**config.mk**
```make
export PLATFORM = sky130hd
export DESIGN_NAME = button_led_hold_fade_engine
export DESIGN_NICKNAME = d
export VERILOG_FILES = /design/src/sv/blhf_pkg.sv /design/src/sv/button_led_hold_fade_engine.sv /design/src/sv/blhf_blend.sv
export SDC_FILE = /design/constraint.sdc
export NUM_CORES = 2
export LEC_CHECK = 0
export BUFFER_PORTS_ARGS = -buffer_cell sky130_fd_sc_hd__buf_4
export CORE_UTILIZATION = 40
export DETAILED_ROUTE_END_ITERATION = 10
export PLACE_DENSITY_LB_ADDON = 0.25
export SYNTH_ARGS = -nofsm -noshare
export SYNTH_HDL_FRONTEND = slang
export SYNTH_SLANG_ARGS = --single-unit
```
**constraint.sdc**
```tcl
create_clock -name clk_i -period 7.4 [get_ports clk_i]
set_input_delay 1.11 -clock clk_i [delete_from_list [all_inputs] [get_ports clk_i]]
set_output_delay 1.11 -clock clk_i [all_outputs]
set_load 0.03 [all_outputs]
```
**src/sv/blhf_pkg.sv**
```systemverilog
// Package for the button light hold-and-fade engine: payload types, codes and widths.
package blhf_pkg;

  // Field widths that follow from the item and register formats.
  localparam int MS_W    = 16;
  localparam int MASK_W  = 32;
  localparam int TIMER_W = 17;
  localparam int CHAN_W  = 8;
  localparam int IDX_W   = 5;
  localparam int QBIT_W  = 3;   // Counts the quotient bits of one channel.
  localparam int ACC_W   = 24;  // Holds start*t + end*(F-t), never above 255*F.
  localparam int CFG_W   = 32;
  localparam int CFG_IDX_W = 2;

  // Configuration register indexes.
  typedef enum logic [CFG_IDX_W-1:0] {
    REG_HOLD_MS     = 2'd0,
    REG_FADEOUT_MS  = 2'd1,
    REG_BUTTON_MASK = 2'd2,
    REG_ANIM_EN     = 2'd3
  } cfg_reg_e;

  // Item kinds.
  typedef enum logic {
    KIND_FRAME = 1'b0,
    KIND_QUERY = 1'b1
  } item_kind_e;

  // Color channel being blended.
  typedef enum logic [1:0] {
    CH_RED   = 2'd0,
    CH_GREEN = 2'd1,
    CH_BLUE  = 2'd2
  } chan_e;

  // Engine sequencer states.
  typedef enum logic [1:0] {
    ST_IDLE  = 2'd0,
    ST_FRAME = 2'd1,
    ST_QUERY = 2'd2,
    ST_PUSH  = 2'd3
  } eng_state_e;

  // Blend unit states.
  typedef enum logic [1:0] {
    BL_IDLE  = 2'd0,
    BL_MUL_S = 2'd1,
    BL_MUL_E = 2'd2,
    BL_DIV   = 2'd3
  } blend_state_e;

  // Input transaction payload.
  typedef struct packed {
    item_kind_e          kind;
    logic [MASK_W-1:0]   pressed_mask;
    logic [MS_W-1:0]     elapsed_ms;
    logic [IDX_W-1:0]    light_index;
    logic [CHAN_W-1:0]   start_red;
    logic [CHAN_W-1:0]   start_green;
    logic [CHAN_W-1:0]   start_blue;
    logic [CHAN_W-1:0]   end_red;
    logic [CHAN_W-1:0]   end_green;
    logic [CHAN_W-1:0]   end_blue;
  } in_item_t;

  // Output transaction payload.
  typedef struct packed {
    logic [MASK_W-1:0] new_press_mask;
    logic [CHAN_W-1:0] out_red;
    logic [CHAN_W-1:0] out_green;
    logic [CHAN_W-1:0] out_blue;
  } out_item_t;

  // Request from the sequencer to the blend unit.
  typedef struct packed {
    logic               start;
    logic [CHAN_W-1:0]  s;
    logic [CHAN_W-1:0]  e;
    logic [TIMER_W-1:0] t;
    logic [MS_W-1:0]    f;
  } blend_req_t;

  // Response from the blend unit.
  typedef struct packed {
    logic              done;
    logic [CHAN_W-1:0] value;
  } blend_rsp_t;

endpackage

```
**src/sv/button_led_hold_fade_engine.sv**
```systemverilog
// Top level of the button light hold-and-fade engine: timers, sequencer and output register.
//
//   Channel  Direction  Handshake                 Payload
//   in       input      in_valid_i / in_stall_o   blhf_pkg::in_item_t
//   out      output     out_valid_o / out_stall_i blhf_pkg::out_item_t
//   cfg      input      cfg_we_i                  cfg_index_i, cfg_data_i
//
// A frame transaction walks the light timers one per cycle, or skips the walk
// when animation is disabled.
// A query transaction runs three channels through the blend unit, each passed straight through when
// the timer is zero or above the fade time and multiplied and divided otherwise.
// Reset clears all timers and loads the register reset values; the block is ready at once.
// A stalled result waits in the output register while the next transaction is accepted;
// a finished result that cannot enter the output register holds the sequencer.
module button_led_hold_fade_engine #(
  parameter int NUM_LIGHTS = 32
) (
  input  logic                                clk_i,
  input  logic                                rst_ni,
  input  logic                                in_valid_i,
  output logic                                in_stall_o,
  input  blhf_pkg::in_item_t                  in_data_i,
  output logic                                out_valid_o,
  input  logic                                out_stall_i,
  output blhf_pkg::out_item_t                 out_data_o,
  input  logic                                cfg_we_i,
  input  logic [blhf_pkg::CFG_IDX_W-1:0]      cfg_index_i,
  input  logic [blhf_pkg::CFG_W-1:0]          cfg_data_i
);

  localparam int IdxW = (NUM_LIGHTS > 1) ? $clog2(NUM_LIGHTS) : 1;

  // Configuration registers.
  logic [blhf_pkg::MS_W-1:0]   hold_q, fade_q;
  logic [blhf_pkg::MASK_W-1:0] bmask_q;
  logic                        anim_q;

  // Sequencer and working registers.
  blhf_pkg::eng_state_e        state_q, state_d;
  blhf_pkg::in_item_t          item_q, item_d;
  logic [IdxW-1:0]             idx_q, idx_d;
  logic [blhf_pkg::MASK_W-1:0] news_q, news_d;
  blhf_pkg::chan_e             ch_q, ch_d;
  logic                        start_q, start_d;
  logic [blhf_pkg::TIMER_W-1:0] qt_q, qt_d;
  blhf_pkg::out_item_t         res_q, res_d;
  blhf_pkg::out_item_t         out_q, out_d;
  logic                        out_valid_q, out_valid_d;

  // Light timers.
  logic [blhf_pkg::TIMER_W-1:0] timer_q [NUM_LIGHTS];
  logic                         timer_we;
  logic [blhf_pkg::TIMER_W-1:0] timer_wdata;

  logic                         in_acc;
  logic                         in_range;
  logic [blhf_pkg::TIMER_W-1:0] cur_t;
  logic [blhf_pkg::TIMER_W-1:0] elapsed_x;
  logic [blhf_pkg::TIMER_W-1:0] reload;

  blhf_pkg::blend_req_t         breq;
  blhf_pkg::blend_rsp_t         brsp;

  assign in_stall_o = (state_q != blhf_pkg::ST_IDLE);
  assign in_acc     = in_valid_i && !in_stall_o;
  assign in_range   = ({1'b0, in_data_i.light_index} < (blhf_pkg::IDX_W + 1)'(NUM_LIGHTS));
  assign cur_t      = timer_q[idx_q];
  assign elapsed_x  = blhf_pkg::TIMER_W'(item_q.elapsed_ms);
  assign reload     = blhf_pkg::TIMER_W'(hold_q) + blhf_pkg::TIMER_W'(fade_q);

  // Configuration writes; a zero hold time is stored as one.
  always_ff @(posedge clk_i or negedge rst_ni) begin
    if (!rst_ni) begin
      hold_q  <= blhf_pkg::MS_W'(1);
      fade_q  <= '0;
      bmask_q <= '0;
      anim_q  <= 1'b0;
    end else if (cfg_we_i) begin
      case (blhf_pkg::cfg_reg_e'(cfg_index_i))
        blhf_pkg::REG_HOLD_MS: begin
          hold_q <= (cfg_data_i[blhf_pkg::MS_W-1:0] == '0) ? blhf_pkg::MS_W'(1)
                                                          : cfg_data_i[blhf_pkg::MS_W-1:0];
        end
        blhf_pkg::REG_FADEOUT_MS: begin
          fade_q <= cfg_data_i[blhf_pkg::MS_W-1:0];
        end
        blhf_pkg::REG_BUTTON_MASK: begin
          bmask_q <= cfg_data_i[blhf_pkg::MASK_W-1:0];
        end
        blhf_pkg::REG_ANIM_EN: begin
          anim_q <= cfg_data_i[0];
        end
        default: begin
        end
      endcase
    end
  end

  // Blend request for the current channel.
  always_comb begin
    breq.start = start_q;
    breq.t     = qt_q;
    breq.f     = fade_q;
    case (ch_q)
      blhf_pkg::CH_RED: begin
        breq.s = item_q.start_red;
        breq.e = item_q.end_red;
      end
      blhf_pkg::CH_GREEN: begin
        breq.s = item_q.start_green;
        breq.e = item_q.end_green;
      end
      default: begin
        breq.s = item_q.start_blue;
        breq.e = item_q.end_blue;
      end
    endcase
  end

  blhf_blend u_blend (
    .clk_i  (clk_i),
    .rst_ni (rst_ni),
    .req_i  (breq),
    .rsp_o  (brsp)
  );

  // Sequencer: next state, timer update and result assembly.
  always_comb begin
    state_d     = state_q;
    item_d      = item_q;
    idx_d       = idx_q;
    news_d      = news_q;
    ch_d        = ch_q;
    start_d     = 1'b0;
    qt_d        = qt_q;
    res_d       = res_q;
    out_d       = out_q;
    out_valid_d = out_valid_q;
    timer_we    = 1'b0;
    timer_wdata = cur_t;

    // The output register empties when its transaction is taken.
    if (out_valid_q && !out_stall_i) begin
      out_valid_d = 1'b0;
    end

    case (state_q)
      blhf_pkg::ST_IDLE: begin
        if (in_acc) begin
          item_d = in_data_i;
          res_d  = '0;
          news_d = '0;
          idx_d  = '0;
          ch_d   = blhf_pkg::CH_RED;
          if (in_data_i.kind == blhf_pkg::KIND_QUERY) begin
            qt_d    = in_range ? timer_q[in_data_i.light_index[IdxW-1:0]] : '0;
            start_d = 1'b1;
            state_d = blhf_pkg::ST_QUERY;
          end else if (anim_q) begin
            state_d = blhf_pkg::ST_FRAME;
          end else begin
            state_d = blhf_pkg::ST_PUSH;
          end
        end
      end
      blhf_pkg::ST_FRAME: begin
        // One light per cycle: reload on press, otherwise count down to zero.
        if (bmask_q[idx_q]) begin
          if (item_q.pressed_mask[idx_q]) begin
            if (cur_t == '0) begin
              news_d[idx_q] = 1'b1;
            end
            timer_we    = 1'b1;
            timer_wdata = reload;
          end else if (cur_t != '0) begin
            timer_we    = 1'b1;
            timer_wdata = (cur_t > elapsed_x) ? (cur_t - elapsed_x) : '0;
          end
        end
        if (idx_q == IdxW'(NUM_LIGHTS - 1)) begin
          res_d.new_press_mask = news_d;
          state_d              = blhf_pkg::ST_PUSH;
        end else begin
          idx_d = idx_q + 1'b1;
        end
      end
      blhf_pkg::ST_QUERY: begin
        if (brsp.done) begin
          case (ch_q)
            blhf_pkg::CH_RED: begin
              res_d.out_red = brsp.value;
              ch_d          = blhf_pkg::CH_GREEN;
              start_d       = 1'b1;
            end
            blhf_pkg::CH_GREEN: begin
              res_d.out_green = brsp.value;
              ch_d            = blhf_pkg::CH_BLUE;
              start_d         = 1'b1;
            end
            default: begin
              res_d.out_blue = brsp.value;
              state_d        = blhf_pkg::ST_PUSH;
            end
          endcase
        end
      end
      blhf_pkg::ST_PUSH: begin
        if (!out_valid_q || !out_stall_i) begin
          out_d       = res_q;
          out_valid_d = 1'b1;
          state_d     = blhf_pkg::ST_IDLE;
        end
      end
      default: begin
        state_d = blhf_pkg::ST_IDLE;
      end
    endcase
  end

  // Control registers.
  always_ff @(posedge clk_i or negedge rst_ni) begin
    if (!rst_ni) begin
      state_q     <= blhf_pkg::ST_IDLE;
      start_q     <= 1'b0;
      out_valid_q <= 1'b0;
    end else begin
      state_q     <= state_d;
      start_q     <= start_d;
      out_valid_q <= out_valid_d;
    end
  end

  // Working and payload registers.
  always_ff @(posedge clk_i) begin
    item_q <= item_d;
    idx_q  <= idx_d;
    news_q <= news_d;
    ch_q   <= ch_d;
    qt_q   <= qt_d;
    res_q  <= res_d;
    out_q  <= out_d;
  end

  // Light timers, cleared by reset and written one light at a time.
  always_ff @(posedge clk_i or negedge rst_ni) begin
    if (!rst_ni) begin
      for (int i = 0; i < NUM_LIGHTS; i++) begin
        timer_q[i] <= '0;
      end
    end else if (timer_we) begin
      timer_q[idx_q] <= timer_wdata;
    end
  end

  assign out_valid_o = out_valid_q;
  assign out_data_o  = out_q;

endmodule

```
**src/sv/blhf_blend.sv**
```systemverilog
// Multi-cycle blend unit: one color channel through a shared multiplier and a restoring divider.
module blhf_blend (
  input  logic                clk_i,
  input  logic                rst_ni,
  input  blhf_pkg::blend_req_t req_i,
  output blhf_pkg::blend_rsp_t rsp_o
);

  blhf_pkg::blend_state_e state_q, state_d;
  logic [blhf_pkg::CHAN_W-1:0] s_q, s_d, e_q, e_d;
  logic [blhf_pkg::MS_W-1:0]   t_q, t_d, f_q, f_d;
  logic [blhf_pkg::ACC_W-1:0]  acc_q, acc_d;
  logic [blhf_pkg::CHAN_W-1:0] quo_q, quo_d;
  logic [blhf_pkg::QBIT_W-1:0] bit_q, bit_d;
  logic                        done_q, done_d;

  logic [blhf_pkg::CHAN_W-1:0] mul_a;
  logic [blhf_pkg::MS_W-1:0]   mul_b;
  logic [blhf_pkg::ACC_W-1:0]  prod;
  logic [blhf_pkg::ACC_W-1:0]  dvs;

  // The one multiplier serves both weighted terms; the subtractor serves the divide.
  assign mul_a = (state_q == blhf_pkg::BL_MUL_S) ? s_q : e_q;
  assign mul_b = (state_q == blhf_pkg::BL_MUL_S) ? t_q : (f_q - t_q);
  assign prod  = blhf_pkg::ACC_W'(mul_a) * blhf_pkg::ACC_W'(mul_b);
  assign dvs   = blhf_pkg::ACC_W'(f_q) << bit_q;

  // Sequencer for one channel.
  always_comb begin
    state_d = state_q;
    s_d     = s_q;
    e_d     = e_q;
    t_d     = t_q;
    f_d     = f_q;
    acc_d   = acc_q;
    quo_d   = quo_q;
    bit_d   = bit_q;
    done_d  = 1'b0;
    case (state_q)
      blhf_pkg::BL_IDLE: begin
        if (req_i.start) begin
          s_d   = req_i.s;
          e_d   = req_i.e;
          t_d   = req_i.t[blhf_pkg::MS_W-1:0];
          f_d   = req_i.f;
          bit_d = blhf_pkg::QBIT_W'(blhf_pkg::CHAN_W - 1);
          if (req_i.t == '0) begin
            // Timer run out: idle color.
            quo_d  = req_i.e;
            done_d = 1'b1;
          end else if (req_i.t > blhf_pkg::TIMER_W'(req_i.f)) begin
            // Still in the hold time: pressed color.
            quo_d  = req_i.s;
            done_d = 1'b1;
          end else begin
            quo_d   = '0;
            state_d = blhf_pkg::BL_MUL_S;
          end
        end
      end
      blhf_pkg::BL_MUL_S: begin
        acc_d   = prod;
        state_d = blhf_pkg::BL_MUL_E;
      end
      blhf_pkg::BL_MUL_E: begin
        acc_d   = acc_q + prod;
        state_d = blhf_pkg::BL_DIV;
      end
      blhf_pkg::BL_DIV: begin
        // One quotient bit per cycle, most significant first.
        if (acc_q >= dvs) begin
          acc_d        = acc_q - dvs;
          quo_d[bit_q] = 1'b1;
        end
        if (bit_q == '0) begin
          done_d  = 1'b1;
          state_d = blhf_pkg::BL_IDLE;
        end else begin
          bit_d = bit_q - 1'b1;
        end
      end
      default: begin
        state_d = blhf_pkg::BL_IDLE;
      end
    endcase
  end

  // Control registers.
  always_ff @(posedge clk_i or negedge rst_ni) begin
    if (!rst_ni) begin
      state_q <= blhf_pkg::BL_IDLE;
      done_q  <= 1'b0;
    end else begin
      state_q <= state_d;
      done_q  <= done_d;
    end
  end

  // Datapath registers.
  always_ff @(posedge clk_i) begin
    s_q   <= s_d;
    e_q   <= e_d;
    t_q   <= t_d;
    f_q   <= f_d;
    acc_q <= acc_d;
    quo_q <= quo_d;
    bit_q <= bit_d;
  end

  assign rsp_o.done  = done_q;
  assign rsp_o.value = quo_q;

endmodule

```
==> summary.md <==
| Metric | Value |
|---|---|
| RSZ-0062 raised after global routing | true |
| Register bit total from synthesis | between 900 and 1000 |
| Vias post-DR | around 37000 |
| Hold-fix buffers, CTS | 0 |
| Initial Utilization | between 40% and 50% |
| Hold Path Depth | 0 |
| Total detailed-routing wirelength | ~160 mm |
| CP Data Arrival Time | 8.30 ns |
| Mapped Area | approximately 54000 µm² |
| Top layer in use | met5 |
| Core Area | about 130000 µm² |
| Average size of a mapped cell | around 12 µm² |
| Tcrit/Tclk final | 105.5% |
| # setup viols final | 5 |
| Fillers | roughly 12000 |
| Drt pass-1 iters | 5 |
| H-Tree Depth | 3 |
| Port Buffers | between 150 and 200 |
| Hold Fails Final Rpt | 0 |
| TritonCTS clock tree | done |
| Slowest cell on crit path | fa_2 |
| FF+latch area | 25840 µm² |
| Met3 wire len | about 12 mm |
| Top post-synthesis cells by area | dfrtp_1 29%, edfxtp_1 19%, mux4_2 12% |
| Row count | roughly 130 |
| Fmax | ~130 MHz |
| Horiz. Die Dim | between 300 and 400 µm |
| WS Path Type | register to register |
| Initial antenna violation count | 4 |
| Nets | 5024 |
| DRT antenna net count | 0 |
| Synth unique cells | 84 |
| CTS max path bufs | 3 |
| Util after Layout | 47.10% |
| Met2 Routed Length | 74.84 mm |
| Yosys top cell by area | dfrtp_1 |
| Setup crit end kind | register |
| Clk_skew | between 0.03 and 0.04 ns |
| HP Class | register to register |
| Setup ws final | -0.4099 ns |
| Setup TNS | -0.9426 ns |
| Area Growth Syn to Fin | 16.73% |
| Die height | 368.9 µm |
| Hold Path Origin | res_q[5] |
| Max Cap Violations | 0 |
| Top-level I/O count | just under 200 |
| M1 WL | just under 70 mm |
| Setup crit start kind | register |
| DR vias/cell | 5.760 |
| Failing checks | setup timing |
| Outcome | complete, but fails checks |
| Reg2Reg Depth | 37 |
| DIE AREA | around 140000 µm² |
| TritonCTS buffer count | approximately 110 |
| Worst r2r src | u_blend.t_q[0] |
| GRT Util Overall | between 20% and 30% |
| Reg2Reg Setup Slack | -0.41 ns |
| Worst r2r dst | u_blend.acc_q[21] |
| DR iter-0 viols | roughly 3100 |
| Slew Viols, Final | 0 |
| Root Driver | clkbuf_16 |
| Critical Path Most Common Cell | a21oi_2 |
| Vias in the first global route | about 37000 |
| Relative slew slack | between 20% and 30% |
| Clock latency on the worst-skew pair | 0.74 ns |
| Slew @ Worst Pin | ~1.2 ns |
| Sink Count | about 960 |
| Post-Synthesis Cells | 4346 |
| GRT overflow | 0 |
| Slowest Stage Delay on Critical Path | approximately 0.57 ns |
| First-pass GRT wire length | 240.4 mm |
| Detail Placement HPWL | around 110 mm |
| Ys Warns | 0 |
| Clock transition at path regs | about 0.06 ns |
| WL/cell | about 25 µm |
| Multi-input combinational cell area | 26710 µm² |
| Max FO, Critical Path | 4 |
| Ys async rst share | between 60 and 70% |
| Largest net degree at the start of global routing | 166 |
| RePlAce Congestion | between 0.8 and 0.9 |
| DRC | 0 |
| Sequential share of the synthesized area | a little under half |
| Mapped Nets | about 4700 |
| Post-layout min period | approximately 7.8 ns |
| Top cell type's share of synthesized area | 28.58% |
| WHS Endpoint | out_data_o[5] |
| Number of flops mapped to enable cells by yosys | 347 |
| WP data required | roughly 7.9 ns |
| Main synth FF type | dfrtp_1 |
| Share of layout cells above drive strength 1 | between 20% and 30% |
[stage by stage]
step	instance area [µm²]	cells	setup slack, ns	hold WS, ns
2_1_floorplan	53980	4346	-0.2992	0.4003
3_3_place_gp	58410	6265	-0.5479	0.4006
3_5_place_dp	58410	6265	-0.6491	0.4045
4_1_cts	62530	6478	-0.4022	0.4075
5_1_grt	62860	6484	-0.7953	0.4117
6_report	62860	6486	-0.4099	0.4124
[cell usage in the layout, fill, tap and decap left out, drive strengths merged, types with 12 or more instances in the layout]
master  synthesis  routed
clkinv          1      26
o22ai          38      38
clkbuf        128     147
nand3b         12      12
nand3          64      64
inv           195     199
and2           21      21
xor2           29      29
mux2i         112     112
nand4          27      27
edfxtp        347     347
buf           154     453
nor2          231     231
and3           15      15
a31oi          12      12
mux4          298     298
mux2          276     276
bufinv          0      13
nand2b         19      19
xnor2          64      64
nor4           22      22
or2            29      29
fa             89      89
a21oi         130     130
a221oi         12      12
nor2b          28      28
o21a           53      53
nand2         438     438
nand4b         12      12
nor3           36      36
o21ai         408     408
dfrtp         615     615
ha            169     169
a21o           37      37
a22oi          67      67
[synth_stat cells, types with 34 or more instances]
master / count
inv_1: 195
edfxtp_1: 347
buf_2: 87
a22oi_1: 67
xnor2_1: 64
mux2_2: 267
o22ai_1: 38
nor3_1: 35
o21a_1: 53
fa_1: 89
o21ai_0: 367
mux4_2: 298
a21o_1: 37
dfrtp_1: 615
mux2i_1: 112
o21ai_1: 41
nor2_1: 230
nand3_1: 34
nand2_1: 437
clkbuf_1: 128
ha_1: 169
a21oi_1: 130
buf_4: 37
[kinds of logic (layout without fill, tap and decap cells)]
kind of cell	after synthesis	in the layout	synth area share, %
compound gates	871	871	9.779
xor+xnor	93	93	1.512
fa+ha+maj	258	258	7.235
buf+inv	478	848	3.945
flops	963	963	47.97
mux	686	686	20.31
other cells	0	2	0
simple gates	997	997	9.242
[layer usage]
layer / vias to the layer above / GRT usage, %
li1: 16680 / -
met4: 2 / 7.365
met2: 1290 / 37.24
met3: 270 / 4.921
met1: 19120 / 32.15
met5: - / 0
[critical path: cells and delay by family, from the launching register on]
kind                     cells  cell delay (ns)
AO/OA/AOI/OAI               13             2.10
XOR/XNOR                     2             0.25
adder cells (fa/ha/maj)      8             3.09
buffers and inverters        5             0.45
flip-flops                   1             0.39
AND/OR/NAND/NOR              9             1.31
[state kept, by name, summed over array words and instances (netlist names), 16 cells and up]
name	cells
timer_q	544
bmask_q	32
u_blend.acc_q	24
fade_q	16
item_q	80
elapsed_x	16
hold_q	16
news_q	32
res_q	56
qt_q	17
out_data_o	56
u_blend.t_q	16
u_blend.f_q	16
[cell type report]
class                           count  area share [%]
Tap cell                         1768           3.519
Timing Repair Buffer              453           5.824
Clock buffer                      147           4.751
Sequential cell                   963           41.10
Inverter                          196           1.170
Clock inverter                     52           1.138
Antenna cell                        2        0.007961
Multi-Input combinational cell   2905           42.49
[worst max-delay path by stage]
stage | start | to | slack [ns] | cells after the start
2_1_floorplan | u_blend.f_q[0] | u_blend.acc_q[23] | -0.30 | 36
3_3_place_gp | u_blend.f_q[0] | u_blend.acc_q[23] | -0.55 | 39
3_5_place_dp | u_blend.t_q[0] | u_blend.acc_q[23] | -0.65 | 38
4_1_cts | u_blend.t_q[0] | u_blend.acc_q[23] | -0.40 | 34
5_1_grt | u_blend.t_q[0] | u_blend.acc_q[21] | -0.80 | 38
6_report | u_blend.t_q[0] | u_blend.acc_q[21] | -0.41 | 37
[repair_timing]
action / CTS / global route
setup endpoints to repair: 8 / 11
resized for setup: 67 / 63
pin swaps: 49 / 51
buffers inserted: 14 / 9
Power is left out: the tool's default activity adds up to more than one toggle a clock period on the data nets, which glitch-free logic cannot reach.
